$ cat src/tts_pkg.sv
package tts_pkg;

  localparam logic [9:0]  BLOCK_BYTES    = 10'd512;
  localparam logic [10:0] HEADER_BYTES   = 11'd4;
  localparam logic [15:0] MAX_ERROR_CODE = 16'd7;
  localparam logic [3:0]  RETRY_RESET    = 4'd10;

  // operation field codes
  localparam logic [1:0] OP_START_READ  = 2'd0;
  localparam logic [1:0] OP_START_WRITE = 2'd1;
  localparam logic [1:0] OP_PACKET      = 2'd2;
  localparam logic [1:0] OP_TIMEOUT     = 2'd3;

  // received opcodes
  localparam logic [7:0] RX_DATA  = 8'd3;
  localparam logic [7:0] RX_ACK   = 8'd4;
  localparam logic [7:0] RX_ERROR = 8'd5;

  // configuration register word index
  localparam logic REG_RETRY_LIMIT = 1'b0;

  typedef enum logic [1:0] {
    DIR_IDLE  = 2'd0,
    DIR_READ  = 2'd1,
    DIR_WRITE = 2'd2
  } dir_e;

  typedef enum logic [2:0] {
    SK_NONE = 3'd0,
    SK_RRQ  = 3'd1,
    SK_WRQ  = 3'd2,
    SK_ACK  = 3'd3,
    SK_DATA = 3'd4
  } sk_e;

  typedef enum logic [2:0] {
    ST_RUNNING    = 3'd0,
    ST_SUCCESS    = 3'd1,
    ST_RETRIES    = 3'd2,
    ST_PEER_ERROR = 3'd3,
    ST_BAD_CODE   = 3'd4,
    ST_UNEXPECTED = 3'd5
  } status_e;

  typedef enum logic [2:0] {
    EVT_START_READ  = 3'd0,
    EVT_START_WRITE = 3'd1,
    EVT_DATA        = 3'd2,
    EVT_ACK         = 3'd3,
    EVT_ERROR       = 3'd4,
    EVT_OTHER       = 3'd5,
    EVT_TIMEOUT     = 3'd6
  } evt_e;

  typedef struct packed {
    logic [1:0]  operation;
    logic        transfer_format;
    logic [7:0]  rx_opcode;
    logic [15:0] rx_block;
    logic [10:0] rx_length;
    logic [9:0]  next_data_length;
  } tts_in_t;

  typedef struct packed {
    logic [2:0]  send_kind;
    logic [15:0] send_block;
    logic [9:0]  send_payload_length;
    logic        is_resend;
    logic        request_format;
    logic        write_payload;
    logic [9:0]  write_length;
    logic        finished;
    logic [2:0]  status;
    logic [15:0] peer_error_code;
  } tts_out_t;

  // classified event handed from front to back
  typedef struct packed {
    evt_e        kind;
    logic        fmt;
    logic [15:0] rblk;
    logic [9:0]  data_len;
    logic [9:0]  next_len;
    logic        code_known;
  } tts_evt_t;

endpackage

$ cat src/tts_front.sv
module tts_front import tts_pkg::*; (
  input  tts_in_t  in_item,
  output tts_evt_t evt
);

  logic [10:0] pay_raw;

  always_comb begin
    pay_raw = (in_item.rx_length > HEADER_BYTES) ? in_item.rx_length - HEADER_BYTES : 11'd0;

    evt.fmt        = in_item.transfer_format;
    evt.rblk       = in_item.rx_block;
    evt.data_len   = (pay_raw > {1'b0, BLOCK_BYTES}) ? BLOCK_BYTES : pay_raw[9:0];
    evt.next_len   = (in_item.next_data_length > BLOCK_BYTES) ? BLOCK_BYTES
                                                               : in_item.next_data_length;
    evt.code_known = (in_item.rx_block <= MAX_ERROR_CODE);

    case (in_item.operation)
      OP_START_READ: begin
        evt.kind = EVT_START_READ;
      end
      OP_START_WRITE: begin
        evt.kind = EVT_START_WRITE;
      end
      OP_TIMEOUT: begin
        evt.kind = EVT_TIMEOUT;
      end
      default: begin
        case (in_item.rx_opcode)
          RX_DATA:  evt.kind = EVT_DATA;
          RX_ACK:   evt.kind = EVT_ACK;
          RX_ERROR: evt.kind = EVT_ERROR;
          default:  evt.kind = EVT_OTHER;
        endcase
      end
    endcase
  end

endmodule

$ cat src/tts_queue.sv
module tts_queue import tts_pkg::*; (
  input  logic     clk,
  input  logic     rst_n,
  input  logic     wr_en,
  input  tts_evt_t wr_evt,
  output logic     full,
  input  logic     rd_en,
  output logic     rd_valid,
  output tts_evt_t rd_evt
);

  tts_evt_t   mem_r [2];
  logic       wr_ptr_r, rd_ptr_r;
  logic [1:0] cnt_r;
  logic       do_wr, do_rd;

  assign full     = (cnt_r == 2'd2);
  assign rd_valid = (cnt_r != 2'd0);
  assign rd_evt   = mem_r[rd_ptr_r];
  assign do_wr    = wr_en && !full;
  assign do_rd    = rd_en && rd_valid;

  always_ff @(posedge clk) begin
    if (!rst_n) begin
      wr_ptr_r <= 1'b0;
      rd_ptr_r <= 1'b0;
      cnt_r    <= 2'd0;
    end else begin
      if (do_wr) wr_ptr_r <= ~wr_ptr_r;
      if (do_rd) rd_ptr_r <= ~rd_ptr_r;
      cnt_r <= cnt_r + {1'b0, do_wr} - {1'b0, do_rd};
    end
  end

  always_ff @(posedge clk) begin
    if (do_wr) mem_r[wr_ptr_r] <= wr_evt;
  end

endmodule

$ cat src/tts_back.sv
module tts_back import tts_pkg::*; (
  input  logic       clk,
  input  logic       rst_n,
  input  logic [3:0] retry_limit,
  input  logic       evt_valid,
  input  tts_evt_t   evt,
  output logic       evt_take,
  output logic       empty,
  input  logic       pop,
  output tts_out_t   out_item
);

  dir_e        dir_r, dir_nxt;
  logic [15:0] blk_r, blk_nxt;
  logic [3:0]  resend_r, resend_nxt;
  logic [9:0]  last_len_r, last_len_nxt;
  sk_e         last_kind_r, last_kind_nxt;
  logic        fmt_r, fmt_nxt;
  tts_out_t    res;

  // two-entry result buffer
  tts_out_t    ob_mem_r [2];
  logic        ob_wr_r, ob_rd_r;
  logic [1:0]  ob_cnt_r;
  logic        fire, pop_fire;
  logic [15:0] blk_inc;

  assign fire     = evt_valid && (ob_cnt_r != 2'd2);
  assign evt_take = fire;
  assign empty    = (ob_cnt_r == 2'd0);
  assign pop_fire = pop && !empty;
  assign out_item = ob_mem_r[ob_rd_r];
  assign blk_inc  = blk_r + 16'd1;

  always_ff @(posedge clk) begin
    if (!rst_n) begin
      dir_r       <= DIR_IDLE;
      blk_r       <= 16'd0;
      resend_r    <= 4'd0;
      last_len_r  <= 10'd0;
      last_kind_r <= SK_NONE;
      fmt_r       <= 1'b0;
    end else if (fire) begin
      dir_r       <= dir_nxt;
      blk_r       <= blk_nxt;
      resend_r    <= resend_nxt;
      last_len_r  <= last_len_nxt;
      last_kind_r <= last_kind_nxt;
      fmt_r       <= fmt_nxt;
    end
  end

  always_comb begin
    dir_nxt       = dir_r;
    blk_nxt       = blk_r;
    resend_nxt    = resend_r;
    last_len_nxt  = last_len_r;
    last_kind_nxt = last_kind_r;
    fmt_nxt       = fmt_r;
    res           = '0;

    case (evt.kind)
      EVT_START_READ, EVT_START_WRITE: begin
        dir_nxt       = (evt.kind == EVT_START_READ) ? DIR_READ : DIR_WRITE;
        blk_nxt       = 16'd0;
        resend_nxt    = 4'd0;
        last_len_nxt  = 10'd0;
        last_kind_nxt = (evt.kind == EVT_START_READ) ? SK_RRQ : SK_WRQ;
        fmt_nxt       = evt.fmt;
        res.send_kind      = last_kind_nxt;
        res.request_format = evt.fmt;
      end
      default: begin
        if (dir_r == DIR_IDLE) begin
          // nothing running: result stays all zero
        end else if (evt.kind == EVT_TIMEOUT) begin
          if (resend_r >= retry_limit) begin
            res.finished = 1'b1;
            res.status   = ST_RETRIES;
            dir_nxt      = DIR_IDLE;
          end else begin
            resend_nxt    = resend_r + 4'd1;
            res.send_kind = last_kind_r;
            res.is_resend = 1'b1;
            if (last_kind_r == SK_ACK || last_kind_r == SK_DATA) res.send_block = blk_r;
            if (last_kind_r == SK_DATA) res.send_payload_length = last_len_r;
            if (last_kind_r == SK_RRQ || last_kind_r == SK_WRQ) res.request_format = fmt_r;
          end
        end else if ((dir_r == DIR_READ && evt.kind != EVT_DATA) ||
                     (dir_r == DIR_WRITE && evt.kind != EVT_ACK)) begin
          res.finished = 1'b1;
          dir_nxt      = DIR_IDLE;
          if (evt.kind == EVT_ERROR) begin
            res.peer_error_code = evt.rblk;
            res.status          = evt.code_known ? ST_PEER_ERROR : ST_BAD_CODE;
          end else begin
            res.status = ST_UNEXPECTED;
          end
        end else if (dir_r == DIR_READ) begin
          if (evt.rblk == blk_inc) begin
            blk_nxt           = evt.rblk;
            resend_nxt        = 4'd0;
            last_kind_nxt     = SK_ACK;
            last_len_nxt      = 10'd0;
            res.send_kind     = SK_ACK;
            res.send_block    = evt.rblk;
            res.write_payload = 1'b1;
            res.write_length  = evt.data_len;
            if (evt.data_len < BLOCK_BYTES) begin
              res.finished = 1'b1;
              res.status   = ST_SUCCESS;
              dir_nxt      = DIR_IDLE;
            end
          end else begin
            // out-of-order block: re-acknowledge the current one
            res.send_kind  = SK_ACK;
            res.send_block = blk_r;
            res.is_resend  = (last_kind_r == SK_ACK);
          end
        end else if (evt.rblk == blk_r) begin
          if (last_kind_r == SK_DATA && last_len_r < BLOCK_BYTES) begin
            res.finished = 1'b1;
            res.status   = ST_SUCCESS;
            dir_nxt      = DIR_IDLE;
          end else begin
            blk_nxt                 = blk_inc;
            resend_nxt              = 4'd0;
            last_kind_nxt           = SK_DATA;
            last_len_nxt            = evt.next_len;
            res.send_kind           = SK_DATA;
            res.send_block          = blk_inc;
            res.send_payload_length = evt.next_len;
          end
        end
      end
    endcase
  end

  always_ff @(posedge clk) begin
    if (!rst_n) begin
      ob_wr_r  <= 1'b0;
      ob_rd_r  <= 1'b0;
      ob_cnt_r <= 2'd0;
    end else begin
      if (fire) ob_wr_r <= ~ob_wr_r;
      if (pop_fire) ob_rd_r <= ~ob_rd_r;
      ob_cnt_r <= ob_cnt_r + {1'b0, fire} - {1'b0, pop_fire};
    end
  end

  always_ff @(posedge clk) begin
    if (fire) ob_mem_r[ob_wr_r] <= res;
  end

  a_finish_idle: assert property (@(posedge clk) disable iff (!rst_n)
    fire && res.finished |=> dir_r == DIR_IDLE)
    else $error("finished transaction left transfer running");

  a_ob_bound: assert property (@(posedge clk) disable iff (!rst_n)
    ob_cnt_r != 2'd3)
    else $error("result buffer count overflow");

  a_fire_fills: assert property (@(posedge clk) disable iff (!rst_n)
    fire |=> ob_cnt_r != 2'd0)
    else $error("processed event produced no buffered result");

  a_start_clears: assert property (@(posedge clk) disable iff (!rst_n)
    fire && (evt.kind == EVT_START_READ || evt.kind == EVT_START_WRITE)
    |=> blk_r == 16'd0 && resend_r == 4'd0 && dir_r != DIR_IDLE)
    else $error("start did not reset transfer state");

endmodule

$ cat src/tftp_transfer_sequencer.sv
// TFTP transfer sequencer: orders requests, acks, data blocks and resends for
// one read or write transfer, one event per transaction.
//
// Input channel: push/full with in_item (start read, start write, received
// packet header, timeout tick). Result channel: empty/pop with out_item, one
// result per input event, in order.
// A front stage classifies each event into a two-entry queue; the back stage
// updates transfer state and writes a two-entry result buffer.
// Each pushed event is registered in the queue; its result is registered in
// the result buffer when the back stage takes it, and empty then goes low.
// Throughput: one event per cycle while the result buffer is not full.
// Reset: retry_limit returns to 10, transfer goes idle, both queues empty.
// If pop stays low, up to two results wait in the result buffer and two
// events in the queue; full then rises until results are drained.
// Config: retry_limit at byte address 0 (psel/penable/pwrite, pready always
// high); write it only while no events are in flight.
module tftp_transfer_sequencer import tts_pkg::*; (
  input  logic        clk,
  input  logic        rst_n,
  input  logic        push,
  output logic        full,
  input  tts_in_t     in_item,
  output logic        empty,
  input  logic        pop,
  output tts_out_t    out_item,
  input  logic        psel,
  input  logic        penable,
  input  logic        pwrite,
  input  logic [2:0]  paddr,
  input  logic [31:0] pwdata,
  output logic [31:0] prdata,
  output logic        pready
);

  logic [3:0] retry_limit_r;
  tts_evt_t   front_evt, q_evt;
  logic       q_valid, q_take;

  assign pready = 1'b1;
  assign prdata = (paddr[2] == REG_RETRY_LIMIT) ? {28'd0, retry_limit_r} : 32'd0;

  always_ff @(posedge clk) begin
    if (!rst_n) begin
      retry_limit_r <= RETRY_RESET;
    end else if (psel && penable && pwrite && pready && paddr[2] == REG_RETRY_LIMIT) begin
      retry_limit_r <= pwdata[3:0];
    end
  end

  tts_front u_front (
    .in_item (in_item),
    .evt     (front_evt)
  );

  tts_queue u_queue (
    .clk      (clk),
    .rst_n    (rst_n),
    .wr_en    (push),
    .wr_evt   (front_evt),
    .full     (full),
    .rd_en    (q_take),
    .rd_valid (q_valid),
    .rd_evt   (q_evt)
  );

  tts_back u_back (
    .clk         (clk),
    .rst_n       (rst_n),
    .retry_limit (retry_limit_r),
    .evt_valid   (q_valid),
    .evt         (q_evt),
    .evt_take    (q_take),
    .empty       (empty),
    .pop         (pop),
    .out_item    (out_item)
  );

endmodule
$ cat config.mk
export PLATFORM = sky130hd
export DESIGN_NAME = tftp_transfer_sequencer
export DESIGN_NICKNAME = d
export VERILOG_FILES = /design/src/tts_pkg.sv /design/src/tts_front.sv /design/src/tts_queue.sv /design/src/tts_back.sv /design/src/tftp_transfer_sequencer.sv
export SDC_FILE = /design/constraint.sdc
export NUM_CORES = 1
export LEC_CHECK = 0
export BUFFER_PORTS_ARGS = -buffer_cell sky130_fd_sc_hd__buf_2
export CORE_UTILIZATION = 35
export DETAILED_ROUTE_END_ITERATION = 10
export PLACE_DENSITY = 0.57
export SETUP_SLACK_MARGIN = 0.3
export SYNTH_ARGS = -nofsm -noshare
export SYNTH_HDL_FRONTEND = slang
export SYNTH_HIERARCHICAL = 1
export SYNTH_SLANG_ARGS = --single-unit
$ cat constraint.sdc
create_clock -name clk -period 5.7 [get_ports clk]
set_input_delay 0.285 -clock clk [delete_from_list [all_inputs] [get_ports clk]]
set_output_delay 0.285 -clock clk [all_outputs]
set_load 0.05 [all_outputs]
==> impl_metrics.csv <==
group,metric,value,unit
run_status,outcome,"finished clean",
routing,viasPerCell,5.21,
floorplanning,num_io_pins,187,
timing,period_share,0.816,
pwr,leakagePower,5.82,nW
timing,finalMaxSlewViolations,0,
global_route,grt_pass1_vias,8846,
clock_tree,cts.clk_slew.worst_paths,60,ps
placed_design,port_buffers,127,
pwr,seq_power_share,0.344,
timing,fmax,215,MHz
layout,diodes,0,
yosys,ys_ff_latch,256,
critical_path,required,6060,ps
timing,hold_viol,0,
routing,post_drt_wl_per_cell,18.8,um
global_route,use_met3,0.0287,
hold_path,hp-class,"input pin to flip-flop",
global_route,top_usage_layer,"met1",
clock_tree,clockRootBuffer,"clkbuf_16",
yosys,ys.warnings.count,6,
timing,whs,78.5,ps
timing,finalSetupViolCount,0,
critical_path,path_max_fanout,19,
timing,finClkSkew,12.1,ps
global_route,grt_pass1_wl,52100,um
global_route,grt_antenna_before_repair,0,
floorplanning,dieArea,40000,sq um
floorplanning,core.rowCount,72,
job,max_cap_viol_count,0,
yosys,ys.flop_type,"edfxtp_1",
pwr,swShare,0.412,
clock_tree,clkSinkCount,256,
layout,multiInputGateArea,5820,sq um
layout,fillers,3716,
clock_tree,postCtsSetupBuffers,0,
floorplanning,initial_core_util,0.355,
clock_tree,clock_latency,540,ps
placed_design,hpwl,24700,um
pwr,p_int,4.58,mW
pwr,ir_worst_vdd,0.188,mV
clock_tree,clk_path_buf_depth,3,
timing,period_minus_slack,4650,ps
pwr,powerDensity,496,nW/um^2
yosys,syn_avg_cell_area,11.4,sq um
floorplanning,fp.dieH,200,um
routing,drcViolationCount,0,
placed_design,placed_area,14600,sq um
layout,finish.instance_area,15700,sq um
yosys,async_flop_share,0,
yosys,ys_seq_area_frac,0.524,
timing,rsz0062_at_grt,"false",
routing,drt.antenna.violating_nets,0,
critical_path,crit_arrival,5010,ps
pwr,fin_total_pwr,7.79,mW
timing,relSlewSlack,0.180,
global_route,grt_overflow,0,
clock_tree,cts_resized,0,
clock_tree,cts_htree_levels,1,
layout,nets,1409,
layout,final-seq-area,7190,sq um
layout,final_core_util,0.407,
pwr,clockPowerShare,0.230,
clock_tree,tritoncts,"built",
routing,vias,9623,
global_route,grt_util_met1,0.255,
floorplanning,core-area,38600,sq um
critical_path,crit_path_end_kind,"flip-flop",
global_route,gr-usage-met2,0.251,
global_route,track_usage,0.171,
timing,setup_tns,0,ps
routing,wl,34700,um
yosys,syn-cell-area,13700,sq um
routing,first_pass_iters,5,
critical_path,cp-start-kind,"flip-flop",
floorplanning,die_w,200,um
clock_tree,cts_buffers,27,
yosys,postSynthCellCount,1200,
timing,tightest_slew,1220,ps
critical_path,crit_type,"flip-flop to flip-flop",
yosys,synth_edf_count,206,
pwr,switchingPower,3.21,mW
routing,first_iter_violations,797,
placed_design,routabilityCongestion,0.918,
layout,drive_gt1_frac,0.258,
pwr,combPwrFrac,0.425,
layout,area_delta_synth_final,14.6,%
global_route,grt_max_degree,63,
yosys,synth_cell_types,84,
## worst max-delay path, stage by stage, from the launching register on
cell and delay [ps]:
dfxtp_2 720, mux2_4 400, xnor2_1 410, nand4_1 250, nor4_4 630, nand2_1 360, nor3_1 1000, a32oi_1 340
o31a_1 180, o22ai_1 170
## metrics by stage
stage / worst slack, ps / cells
after floorplan: 1980 / 1227
after global placement: 1220 / 1774
after detailed placement: 1170 / 1774
after CTS: 1140 / 1845
after global routing: 863 / 1846
final: 1050 / 1846
## state kept, by name, indices dropped and copies added, names as in the netlist, 2 cells and up, named ones only
signal	count
retry_limit_r	4
u_back/last_len_r	10
u_queue/cnt_r	2
u_back/dir_r	2
u_back/last_kind_r	3
u_back/resend_r	4
u_back/blk_r	16
u_queue/mem_r	82
u_back/ob_mem_r	124
u_back/ob_cnt_r	2
## synth_stat cells, types with 31 or more instances
library cell,n,share of area
a21oi_1,37,0.013
and2_1,31,0.014
buf_4,48,0.026
clkbuf_1,51,0.014
dfxtp_1,50,0.073
edfxtp_1,206,0.45
mux2_2,65,0.053
mux2_4,40,0.044
nand2_1,110,0.030
nand3_1,37,0.013
nor2_1,74,0.020
o21ai_0,31,0.011
xnor2_1,32,0.020
## per-layer routing
| metal | vias up | share of wire |
|---|---|---|
| li1 | 4592 | - |
| met1 | 4623 | 0.48 |
| met2 | 361 | 0.43 |
| met3 | 47 | 0.070 |
| met4 | 0 | 0.025 |
| met5 | - | 0 |
## layout make-up
cell class              instances  area share
clock inverters                23      0.0155
flip-flops and latches        256       0.457
multi-input cells             819       0.370
clock buffers                  27      0.0430
inverters                      29     0.00692
repair buffers                174      0.0660
well taps                     518      0.0412
## cells in the final DEF (no fill, tap or decap), drive strengths merged, types with 11 or more instances in the layout
cell / Yosys / routed
edfxtp: 206 / 206
mux2i: 30 / 30
nor4: 20 / 20
mux2: 105 / 105
clkbuf: 51 / 28
nor2b: 21 / 21
and2: 31 / 31
dlygate4sd3: 0 / 21
xnor2: 32 / 32
ha: 12 / 12
conb: 2 / 29
nor3: 29 / 29
a21oi: 37 / 37
o22ai: 12 / 12
nand3: 37 / 37
nand2b: 11 / 11
dfxtp: 50 / 50
inv: 29 / 32
o21ai: 39 / 39
nor2: 80 / 80
nand2: 110 / 110
a22oi: 16 / 16
buf: 72 / 152
## worst paths after layout
kind / end / slack [ps] / start / depth (start not counted)
min: u_queue/mem_r[1][10] / 80 / in_item[9] / 1
max reg2reg: u_back/ob_mem_r[1][53] / 1050 / flip-flop / 9
min reg2reg: u_back/last_len_r[3] / 460 / u_back/last_len_r[3] / 2
max: u_back/ob_mem_r[1][53] / 1050 / flip-flop / 9
## kinds of logic (layout without fill, tap and decap cells)
group | count (synthesis) | after routing | share of synthesized area
other | 2 | 29 | 0.000547
xor gates and xnor gates | 41 | 41 | 0.0273
adders and majority gates | 12 | 12 | 0.0109
AOI/OAI and AO/OA | 200 | 200 | 0.101
and+or+nand+nor | 402 | 402 | 0.155
buffers and inverters | 152 | 253 | 0.0625
muxes | 135 | 135 | 0.119
DFF | 256 | 256 | 0.524
## repair_timing
action	4_1_cts	5_1_grt
hold buffers	21	0
endpoints found under the hold margin	38	0
setup endpoints to repair	0	0
## power groups by stage
stage               clock [mW]  combinational (mW)  sequential (mW)
floorplan                    0                2.59             2.67
global placement             0                3.31             2.71
detailed placement           0                3.31             2.73
CTS                       1.85                3.33             2.69
global route              1.92                3.54             2.73
finish                    1.79                3.32             2.68
No activity file was read; power rests on OpenSTA's default activity.
